--- src/rtl/srrr_pkg.sv ---
// shared types and constants for the selective-repeat reorder receiver
package srrr_pkg;

  localparam int SEQ_W = 32;
  localparam int LEN_W = 11;
  localparam int DEF_WINDOW = 16;
  localparam int DEF_MAX_PAYLOAD = 1500;
  localparam int IN_DATA_W = 48;
  localparam int OUT_DATA_W = 80;

  typedef enum logic [1:0] {
    KIND_RELEASE = 2'd0,
    KIND_ACK     = 2'd1,
    KIND_FINACK  = 2'd2
  } kind_t;

  typedef enum logic [2:0] {
    ST_IDLE,
    ST_DECIDE,
    ST_FIN,
    ST_DRAIN_CHK,
    ST_DRAIN_REL,
    ST_ACK
  } state_t;

endpackage

--- src/rtl/srrr_ram.sv ---
// generic single-write single-read ram with registered read
module srrr_ram #(
  parameter int WIDTH = 8,
  parameter int DEPTH = 16
) (
  input  logic                     clk,
  input  logic                     we,
  input  logic [$clog2(DEPTH)-1:0] waddr,
  input  logic [WIDTH-1:0]         wdata,
  input  logic                     re,
  input  logic [$clog2(DEPTH)-1:0] raddr,
  output logic [WIDTH-1:0]         rdata
);

  logic [WIDTH-1:0] mem [DEPTH];

  always_ff @(posedge clk) begin
    if (we) begin
      mem[waddr] <= wdata;
    end
    if (re) begin
      rdata <= mem[raddr];
    end
  end

endmodule

--- src/rtl/srrr_slots.sv ---
// per-slot present flags with set, clear and two lookups
module srrr_slots import srrr_pkg::*; #(
  parameter int WINDOW = DEF_WINDOW
) (
  input  logic                      clk,
  input  logic                      rst,
  input  logic                      set_en,
  input  logic [$clog2(WINDOW)-1:0] set_idx,
  input  logic                      clr_en,
  input  logic [$clog2(WINDOW)-1:0] clr_idx,
  input  logic [$clog2(WINDOW)-1:0] rd_a_idx,
  output logic                      rd_a,
  input  logic [$clog2(WINDOW)-1:0] rd_b_idx,
  output logic                      rd_b
);

  logic [WINDOW-1:0] present;

  always_ff @(posedge clk) begin
    if (rst) begin
      present <= '0;
    end else begin
      if (set_en) begin
        present[set_idx] <= 1'b1;
      end
      if (clr_en) begin
        present[clr_idx] <= 1'b0;
      end
    end
  end

  assign rd_a = present[rd_a_idx];
  assign rd_b = present[rd_b_idx];

endmodule

--- src/rtl/selective_repeat_reorder_receiver.sv ---
// top level: header sequencer, slot flags and length ram of the reorder receiver
//
// channel  dir  tdata (low bit up)                                   tuser  tlast
// s_axis   in   seq_num[31:0] payload_length[42:32] zero pad         mode   -
// m_axis   out  release_seq[31:0] release_length[42:32]              kind   last
//               ack_number[74:43] zero pad
//
// early, old or duplicate header: accept, decide, ack; in-order header: accept, decide,
// drain check and drain release per drained slot (the length ram read is registered),
// a last drain check and ack; fin: accept, fin; a header while closed: accept only
// reset clears expected sequence, present flags and closed; lengths need no clearing
// output stalls hold the sequencer in place; input is taken only while idle
module selective_repeat_reorder_receiver import srrr_pkg::*; #(
  parameter int WINDOW = DEF_WINDOW,
  parameter int MAX_PAYLOAD = DEF_MAX_PAYLOAD
) (
  input  logic                  clk,
  input  logic                  rst,
  input  logic                  s_axis_tvalid,
  output logic                  s_axis_tready,
  input  logic [IN_DATA_W-1:0]  s_axis_tdata,  // seq_num, payload_length
  input  logic                  s_axis_tuser,  // mode
  output logic                  m_axis_tvalid,
  input  logic                  m_axis_tready,
  output logic [OUT_DATA_W-1:0] m_axis_tdata,  // release_seq, release_length, ack_number
  output logic [1:0]            m_axis_tuser,  // kind
  output logic                  m_axis_tlast
);

  localparam int SW = $clog2(WINDOW);
  localparam int GW = $clog2(WINDOW + 1);

  state_t state, state_next;

  logic [SEQ_W-1:0] expected, expected_next;
  logic [SW-1:0]    exp_slot, exp_slot_next;
  logic [GW-1:0]    guard, guard_next;
  logic             closed, closed_next;

  logic [SEQ_W-1:0] in_seq;
  logic [LEN_W-1:0] in_len;
  logic [LEN_W-1:0] len_sat;

  logic             out_valid, out_valid_next;
  kind_t            out_kind;
  logic [SEQ_W-1:0] out_seq;
  logic [LEN_W-1:0] out_len;
  logic [SEQ_W-1:0] out_ack;
  logic             out_last;

  logic             emit;
  kind_t            emit_kind;
  logic [SEQ_W-1:0] emit_seq;
  logic [LEN_W-1:0] emit_len;
  logic [SEQ_W-1:0] emit_ack;
  logic             emit_last;

  logic             out_free;
  logic             in_acc;

  logic [SEQ_W-1:0] seq_delta;
  logic [SW:0]      slot_sum;
  logic [SW-1:0]    early_slot;
  logic             early_present;
  logic             exp_present;
  logic [SW-1:0]    slot_adv;

  logic             set_en;
  logic             clr_en;
  logic             ram_re;
  logic [LEN_W-1:0] ram_rdata;

  assign out_free = !out_valid || m_axis_tready;
  assign s_axis_tready = (state == ST_IDLE);
  assign in_acc = s_axis_tvalid && s_axis_tready;

  assign len_sat = (s_axis_tdata[42:32] > LEN_W'(MAX_PAYLOAD)) ?
                   LEN_W'(MAX_PAYLOAD) : s_axis_tdata[42:32];

  assign seq_delta = in_seq - expected;
  assign slot_sum = {1'b0, exp_slot} + {1'b0, seq_delta[SW-1:0]};

  always_comb begin
    if (in_seq < seq_delta) begin
      early_slot = in_seq[SW-1:0];
    end else if (slot_sum >= (SW+1)'(WINDOW)) begin
      early_slot = SW'(slot_sum - (SW+1)'(WINDOW));
    end else begin
      early_slot = slot_sum[SW-1:0];
    end
  end

  assign slot_adv = ((expected == '1) || (exp_slot == SW'(WINDOW - 1))) ?
                    '0 : exp_slot + SW'(1);

  srrr_slots #(
    .WINDOW(WINDOW)
  ) u_slots (
    .clk      (clk),
    .rst      (rst),
    .set_en   (set_en),
    .set_idx  (early_slot),
    .clr_en   (clr_en),
    .clr_idx  (exp_slot),
    .rd_a_idx (early_slot),
    .rd_a     (early_present),
    .rd_b_idx (exp_slot),
    .rd_b     (exp_present)
  );

  srrr_ram #(
    .WIDTH(LEN_W),
    .DEPTH(WINDOW)
  ) u_len_ram (
    .clk   (clk),
    .we    (set_en),
    .waddr (early_slot),
    .wdata (in_len),
    .re    (ram_re),
    .raddr (exp_slot),
    .rdata (ram_rdata)
  );

  always_comb begin
    state_next    = state;
    expected_next = expected;
    exp_slot_next = exp_slot;
    guard_next    = guard;
    closed_next   = closed;
    emit          = 1'b0;
    emit_kind     = KIND_ACK;
    emit_seq      = '0;
    emit_len      = '0;
    emit_ack      = '0;
    emit_last     = 1'b0;
    set_en        = 1'b0;
    clr_en        = 1'b0;
    ram_re        = 1'b0;
    case (state)
      ST_IDLE: begin
        if (in_acc && !closed) begin
          state_next = s_axis_tuser ? ST_FIN : ST_DECIDE;
        end
      end
      ST_FIN: begin
        if (out_free) begin
          emit        = 1'b1;
          emit_kind   = KIND_FINACK;
          emit_ack    = expected;
          emit_last   = 1'b1;
          closed_next = 1'b1;
          state_next  = ST_IDLE;
        end
      end
      ST_DECIDE: begin
        if (seq_delta == '0) begin
          if (out_free) begin
            emit          = 1'b1;
            emit_kind     = KIND_RELEASE;
            emit_seq      = in_seq;
            emit_len      = in_len;
            clr_en        = 1'b1;
            expected_next = expected + SEQ_W'(1);
            exp_slot_next = slot_adv;
            guard_next    = GW'(1);
            state_next    = ST_DRAIN_CHK;
          end
        end else begin
          if ((seq_delta < SEQ_W'(WINDOW)) && !early_present) begin
            set_en = 1'b1;
          end
          state_next = ST_ACK;
        end
      end
      ST_DRAIN_CHK: begin
        if ((guard < GW'(WINDOW)) && exp_present) begin
          ram_re     = 1'b1;
          state_next = ST_DRAIN_REL;
        end else begin
          state_next = ST_ACK;
        end
      end
      ST_DRAIN_REL: begin
        if (out_free) begin
          emit          = 1'b1;
          emit_kind     = KIND_RELEASE;
          emit_seq      = expected;
          emit_len      = ram_rdata;
          clr_en        = 1'b1;
          expected_next = expected + SEQ_W'(1);
          exp_slot_next = slot_adv;
          guard_next    = guard + GW'(1);
          state_next    = ST_DRAIN_CHK;
        end
      end
      ST_ACK: begin
        if (out_free) begin
          emit       = 1'b1;
          emit_kind  = KIND_ACK;
          emit_ack   = expected;
          emit_last  = 1'b1;
          state_next = ST_IDLE;
        end
      end
      default: begin
        state_next = ST_IDLE;
      end
    endcase
    out_valid_next = emit || (out_valid && !m_axis_tready);
  end

  always_ff @(posedge clk) begin
    if (rst) begin
      state     <= ST_IDLE;
      expected  <= '0;
      exp_slot  <= '0;
      guard     <= '0;
      closed    <= 1'b0;
      out_valid <= 1'b0;
    end else begin
      state     <= state_next;
      expected  <= expected_next;
      exp_slot  <= exp_slot_next;
      guard     <= guard_next;
      closed    <= closed_next;
      out_valid <= out_valid_next;
    end
  end

  always_ff @(posedge clk) begin
    if (in_acc) begin
      in_seq  <= s_axis_tdata[31:0];
      in_len  <= len_sat;
    end
    if (emit) begin
      out_kind <= emit_kind;
      out_seq  <= emit_seq;
      out_len  <= emit_len;
      out_ack  <= emit_ack;
      out_last <= emit_last;
    end
  end

  assign m_axis_tvalid = out_valid;
  assign m_axis_tdata  = {{(OUT_DATA_W - 2*SEQ_W - LEN_W){1'b0}}, out_ack, out_len, out_seq};
  assign m_axis_tuser  = out_kind;
  assign m_axis_tlast  = out_last;

endmodule

--- config.mk ---
export PLATFORM = sky130hd
export DESIGN_NAME = selective_repeat_reorder_receiver
export DESIGN_NICKNAME = d
export VERILOG_FILES = /design/src/rtl/srrr_pkg.sv /design/src/rtl/srrr_ram.sv /design/src/rtl/srrr_slots.sv /design/src/rtl/selective_repeat_reorder_receiver.sv
export SDC_FILE = /design/constraint.sdc
export NUM_CORES = 1
export LEC_CHECK = 0
export ABC_AREA = 1
export BUFFER_PORTS_ARGS = -buffer_cell sky130_fd_sc_hd__buf_4
export CAP_MARGIN = 20
export CORE_AREA = 3 3 225 227
export DETAILED_ROUTE_END_ITERATION = 16
export DIE_AREA = 0 0 228 230
export GPL_TIMING_DRIVEN = 0
export SLEW_MARGIN = 20
export SYNTH_ARGS = -nofsm -noshare
export SYNTH_HDL_FRONTEND = slang
export SYNTH_SLANG_ARGS = --single-unit
--- constraint.sdc ---
create_clock -name clk -period 8.1 [get_ports clk]
set_input_delay 0.405 -clock clk [delete_from_list [all_inputs] [get_ports clk]]
set_output_delay 0.405 -clock clk [all_outputs]
set_load 0.01 [all_outputs]
## Word level (Yosys, flattened, before mapping)

Memory sizes are Yosys's and may differ from the RTL's. A register that Yosys moved wholly into a read port is not among the register bits.
Index checks and enable logic that the tools add are counted.
W data, S select, Z words.

- Add/sub/neg operators: 6
- $lt $le $gt $ge: 9
- Equal/unequal tests: 12
- Multiplexer cells: 54
- Bitwise operators: 3
- Reductions and logical operators: 23

Operator list:

| operator | count |
|---|---|
| $mux W32 | 5 |
| $pmux W32 S2 | 2 |
| $mux W16 | 3 |
| $mux W11 | 3 |
| $add A32 B1 Y32 const B | 1 |
| $eq A32 B32 Y1 const B | 1 |
| $logic_not A32 Y1 | 1 |
| $lt A32 B32 Y1 | 1 |
| $lt A32 B5 Y1 const B | 1 |
| $sub A32 B32 Y32 | 1 |
| $pmux W11 S2 | 1 |
| $mux W4 | 5 |
| $and A16 B16 Y16 | 1 |
| $mux W1 | 16 |
| $not A16 Y16 | 1 |
| $or A16 B16 Y16 | 1 |
| $mux W5 | 3 |
| $pmux W3 S5 | 1 |
| $mux W3 | 4 |
| $gt A11 B11 Y1 const B | 1 |
| $lt A4 B5 Y1 const B | 2 |
| $pmux W5 S2 | 1 |
| $bmux W1 S4 | 2 |
| $demux W1 S4 | 2 |
| other kinds (26) | 47 |

- Bits in registers: 183
- Memory bits (writable): 176
- Input bits: 53
- Output and inout port bits: 85
- Logic and storage cells: 122
- Memories: 1

Memory list:

| memory | depth | width | read ports | clocked after memory_dff | wr ports | RTL line | text |
|---|---|---|---|---|---|---|---|
| u_len_ram.mem | 16 | 11 | 1 | 1 | 1 | srrr_ram.sv:15 | `logic [WIDTH-1:0] mem [DEPTH];` |

## Depth between registers and ports, before layout

- Word-level depth: 16
- Gate-level depth with buffers: 33
- Mapped depth without buffers: 32

## Modules after synthesis

A second synthesis with hierarchy kept.

- Cells, all modules: 2350
- Area total of the unflattened synthesis: 19906.6 µm²

Modules (own cells, without submodules):

| module | instances | cells each | area each (µm²) | sequential area each (µm²) |
|---|---|---|---|---|
| selective_repeat_reorder_receiver | 1 | 1421 | 10871.7 | 4554.4 |
| srrr_ram | 1 | 747 | 7958.9 | 5615.4 |
| srrr_slots | 1 | 182 | 1076.0 | 320.3 |

## Worst setup path before layout

OpenSTA, ideal clock, no wires.

- Path kind: reg2reg
- Start: reg in_seq[0]
- End: reg out_last, in the netlist m_axis_tlast (enable)
- Library setup time: 0.535 ns
- Arrival: 4.453 ns
- Required time: 7.565 ns
- Path slack: 3.113 ns
- Cell stages (with the launch flop): 21
- Buffers on the path: 0
- Clock period less this slack: 4.987 ns
- Path through: edfxtp_1 > inv_1 > ha_1 > fa_1 > inv_1 > nand3_1 > nand3_1 > nand2_1 > nand2_2 > nand3_1 > nand2_1 > nand2_1 > nand2_1 > nand3_1 > nor2_1 > nand2_1 > nor2_4 > nand2_4 > inv_2 > nand3_1 > o211ai_1

- Cells in the longest elaborated chain, start to end: 4

Ends and longest elaborated chain:

| item | RTL line | text |
|---|---|---|
| start, declared | selective_repeat_reorder_receiver.sv:40 | `logic [SEQ_W-1:0] in_seq;` |
| start signal, assigned | selective_repeat_reorder_receiver.sv:232 | `in_seq <= s_axis_tdata[31:0];` |
| $sub A32 B32 Y32 | selective_repeat_reorder_receiver.sv:80 | `assign seq_delta = in_seq - expected;` |
| $logic_not A32 Y1 | selective_repeat_reorder_receiver.sv:156 | `if (seq_delta == '0) begin` |
| $mux W1 | selective_repeat_reorder_receiver.sv:156 |  |
| $pmux W1 S2 | selective_repeat_reorder_receiver.sv:139 | `case (state)` |
| named net emit | selective_repeat_reorder_receiver.sv:51 | `logic emit;` |
| end signal, assigned | selective_repeat_reorder_receiver.sv:240 | `out_last <= emit_last;` |
| end, declared | selective_repeat_reorder_receiver.sv:49 | `logic out_last;` |

The timed path passes the listed nets, and every way through them passes these cells.
A chain may end at the register's enable or synchronous reset.

## Worst setup path after layout

- Start: reg expected[25]
- End: mem u_len_ram.mem[2][0] (netlist name) (enable)

- Cells in the longest elaborated chain, start to end: 12
- Elaborated cells between the ends (all ways): 14
- Those cells by class: 1 x add/sub; 2 x order compare; 8 x mux; 3 x reduce/logical

Ends and longest elaborated chain:

| item | RTL line | text |
|---|---|---|
| start, declared | selective_repeat_reorder_receiver.sv:35 | `logic [SEQ_W-1:0] expected, expected_next;` |
| start signal, assigned | selective_repeat_reorder_receiver.sv:222 | `expected <= expected_next;` |
| $sub A32 B32 Y32 (*) | selective_repeat_reorder_receiver.sv:80 |  |
| $lt A32 B32 Y1 | selective_repeat_reorder_receiver.sv:84 | `if (in_seq < seq_delta) begin` |
| $mux W4 | selective_repeat_reorder_receiver.sv:84 |  |
| $bmux W1 S4 | srrr_slots.sv:32 | `assign rd_a = present[rd_a_idx];` |
| $mux W1 (not written as such) | srrr_slots.sv:32 |  |
| $logic_not A1 Y1 | selective_repeat_reorder_receiver.sv:169 | `if ((seq_delta < SEQ_W'(WINDOW)) && !early_present) begin` |
| $logic_and A1 B1 Y1 | selective_repeat_reorder_receiver.sv:169 |  |
| $mux W1 | selective_repeat_reorder_receiver.sv:169 |  |
| $mux W1 | selective_repeat_reorder_receiver.sv:156 |  |
| $mux W1 | selective_repeat_reorder_receiver.sv:139 |  |
| $mux W1 | srrr_ram.sv:18 | `if (we) begin` |
| $mux W1 (not written as such) | srrr_ram.sv:19 | `mem[waddr] <= wdata;` |
| end, declared | srrr_ram.sv:15 |  |

Mark *: on every way between the ends. The rest lies on a longest branch, timed or not. The select of a mux whose other input is x is not followed.

==> flow_metrics.env <==
export IMPL_htreeDepth=2
export IMPL_routed_wl_um=60500
export IMPL_drc=0
export IMPL_core_sq_um=48800
export IMPL_crit_path_end_kind="flop"
export IMPL_critPathLaunchType="flop"
export IMPL_hp_class="input port to flop"
export IMPL_finalClockSkew_ps=34.7
export IMPL_antenna_found_initial=1
export IMPL_grt_ovfl_total=0
export IMPL_synth_flop_cell="edfxtp_1"
export IMPL_io_buffers=127
export IMPL_grt_setup_unrepaired="no"
export IMPL_slew_violations=0
export IMPL_die_w_um=228
export IMPL_min_period_over_period=0.691
export IMPL_pre_cts_slack_ps=2310
export IMPL_async_reset_ff_frac=0
export IMPL_finalSetupViolations=0
export IMPL_yosysWarnings=0
export IMPL_ys_seq_area_frac=0.541
export IMPL_critPathMaxFanout=11
export IMPL_dp_hpwl_um=45300
export IMPL_setup_tns_final_ps=0
export IMPL_drtAntennaViolNets=0
export IMPL_first_pass_iters=6
export IMPL_hold_violations=0
export IMPL_synthToLayoutAreaGrowth_pct=18.5
export IMPL_route_vias_total=16182
export IMPL_synth_top_area_cell="edfxtp_1"
export IMPL_relSlewSlack=0.350
export IMPL_peakVddDrop_mv=0.172
export IMPL_cts_root_buf="clkbuf_16"
export IMPL_critPathSlowestCell="nor2_2"
export IMPL_grt_pass1_vias=15183
export IMPL_dieHeight_um=230
export IMPL_grt_max_degree=25
export IMPL_synthCells=2182
export IMPL_avgSynthCellArea_sq_um=8.88
export IMPL_dieArea_sq_um=52400
export IMPL_layout_setup_ws_ps=2500
export IMPL_grt_pass1_wl_um=91200
export IMPL_crit_type="flop to flop"
export IMPL_io_pins=138
export IMPL_cts_clk_slew_worst_paths_ps=60
export IMPL_synth_seq_cells=370
export IMPL_clock_path_buffers=3
export IMPL_clock_sinks=370
export IMPL_cp_data_arrival_time_ps=5810
export IMPL_wl_per_cell_um=19.6
export IMPL_diodes=0
export IMPL_fmax_mhz=179
export IMPL_numCtsBuffers=42
export IMPL_maxCapViolCount=0
export IMPL_critPathMostFrequentCell="nand2_1"
export IMPL_worstMarginPinSlew_ps=975
export IMPL_postCtsSetupBuffers=0
export IMPL_cts_tree="yes"
export IMPL_synthTopCellsByArea="edfxtp_1 48%, nand2_1 9.5%, dfxtp_1 6.4%"
export IMPL_initialDrtViolationCount=1885
export IMPL_grt_use_total=0.225
export IMPL_n_fill_cell=4628
export IMPL_p_per_area_nw_per_um2=273
export IMPL_status="completed"
export IMPL_worstSkewPairLatency_ps=590
export IMPL_cp_data_required_time_ps=8310
export IMPL_slowest_delay_ps=630
export IMPL_syn_area_sq_um=19400
export IMPL_p_leak_uw=0.00896
export IMPL_place_congestion=0.946
export IMPL_rows=81
export IMPL_drive_gt1_frac=0.127
export IMPL_fin_crit_ps=5600
export IMPL_start_util=0.397
export IMPL_synth_edf_count=308
export IMPL_netlist_area_leader_share=0.477
export IMPL_synth_distinct_cells=48
export IMPL_vias_per_cell=5.23
export IMPL_fin_nets=2523
==> per-layer routing <==
| metal | GRT usage | part of all wire | vias up |
|---|---|---|---|
| li1 | - | - | 7769 |
| met1 | 0.326 | 0.46 | 7711 |
| met2 | 0.351 | 0.45 | 615 |
| met3 | 0.0353 | 0.072 | 87 |
| met4 | 0.0600 | 0.022 | 0 |
| met5 | 0 | 0 | - |
==> metrics by stage <==
stage	instance area (sq um)	utilization	hold slack (ps)	std cells	power [uW]
2_1_floorplan	19400	-	436	2186	3660
3_3_place_gp	21200	0.434	463	2977	4410
3_5_place_dp	21300	0.437	461	2990	4440
4_1_cts	22900	0.470	1.51	3094	6300
5_1_grt	23000	0.470	6.32	3095	6610
6_report	23000	0.470	33.3	3095	6280
==> sequential cells by signal (all words and copies together), names as in the netlist <==
register,count
guard,5
in_seq,32
u_slots.present,16
u_len_ram.mem,176
m_axis_tvalid,1
u_len_ram.rdata,11
out_seq,32
exp_slot,4
closed,1
in_len,11
out_ack,32
m_axis_tlast,1
m_axis_tuser,2
out_len,11
expected,32
state,3
==> cells in the final DEF, fill, tap and decap left out, types with 6 or more instances in the layout <==
cell	n
nand4_1	72
clkinv_1	11
o22ai_1	44
clkbuf_16	42
nor3_1	22
nor3_2	7
nand3_1	94
nor2_1	243
buf_2	11
xor2_1	38
nor2_2	24
ha_1	70
inv_2	12
clkbuf_1	65
xnor2_1	11
dfxtp_1	62
edfxtp_1	308
a21oi_1	93
dlygate4sd3_1	27
nand2_1	490
o21ai_0	156
buf_4	145
inv_1	261
nand2_2	19
o21ai_1	9
nand3b_1	6
nor4_1	12
==> path summary, 6_finish.rpt <==
| kind | end | slack [ps] | from | cells past startpoint |
|---|---|---|---|---|
| worst min-delay path | in_seq[21] | 30 | s_axis_tdata[21] | 1 |
| worst max-delay path | u_len_ram.mem[2][0] | 2500 | expected[25] | 27 |
| worst min register to register | closed | 470 | closed | 2 |
| worst max register to register | u_len_ram.mem[2][0] | 2500 | expected[25] | 27 |
==> worst max-delay path: cells and delay by family, from the launching register on <==
family                   cells  cell delay [ps]
AND/OR/NAND/NOR             20             3230
adder cells (fa/ha/maj)      2              700
buffers and inverters        4              680
flip-flops                   1              460
AO/OA/AOI/OAI                1              150
==> timing repair <==
item,CTS,global route
hold buffers,27,0
hold endpoints to repair,27,0
resized for setup,0,0
==> cells in the mapped netlist, types with 11 or more instances <==
master,number
nand2_1,490
edfxtp_1,308
inv_1,261
nor2_1,259
o21ai_0,156
nand3_1,94
a21oi_1,93
nand4_1,72
ha_1,70
dfxtp_1,62
clkbuf_1,60
o22ai_1,44
xor2_1,38
nor3_1,23
nand2_2,19
inv_2,12
nor4_1,12
buf_2,11
xnor2_1,11
==> where the power goes <==
| group | switching, uW | total (uW) | internal (uW) |
|---|---|---|---|
| sequential | 143 | 2430 | 2280 |
| clock | 812 | 1840 | 1030 |
| combinational | 1380 | 2010 | 632 |
| total | 2340 | 6280 | 3950 |
==> kinds of logic (layout without fill, tap and decap cells) <==
logic type / Yosys count / after routing / share of synthesized area
AO/OA/AOI/OAI: 321 / 321 / 0.0888
XOR/XNOR: 49 / 49 / 0.0221
flip-flops: 370 / 370 / 0.541
AND/OR/NAND/NOR: 1010 / 1010 / 0.226
adder cells (fa/ha/maj): 72 / 72 / 0.0473
buffers and inverters: 359 / 604 / 0.0743
other: 1 / 5 / 0.000194
==> cell type report <==
cell class                      count  area, sq um  share of cell area
Inverter                          273         1020              0.0446
Clock inverter                     30          275              0.0120
Sequential cell                   370        10500               0.457
Tap cell                          664          831              0.0362
Buffer                             86          415              0.0181
Multi-Input combinational cell   1457         7520               0.327
Clock buffer                       47         1070              0.0466
Timing Repair Buffer              168         1350              0.0586
No activity file was read; power rests on OpenSTA's default activity.
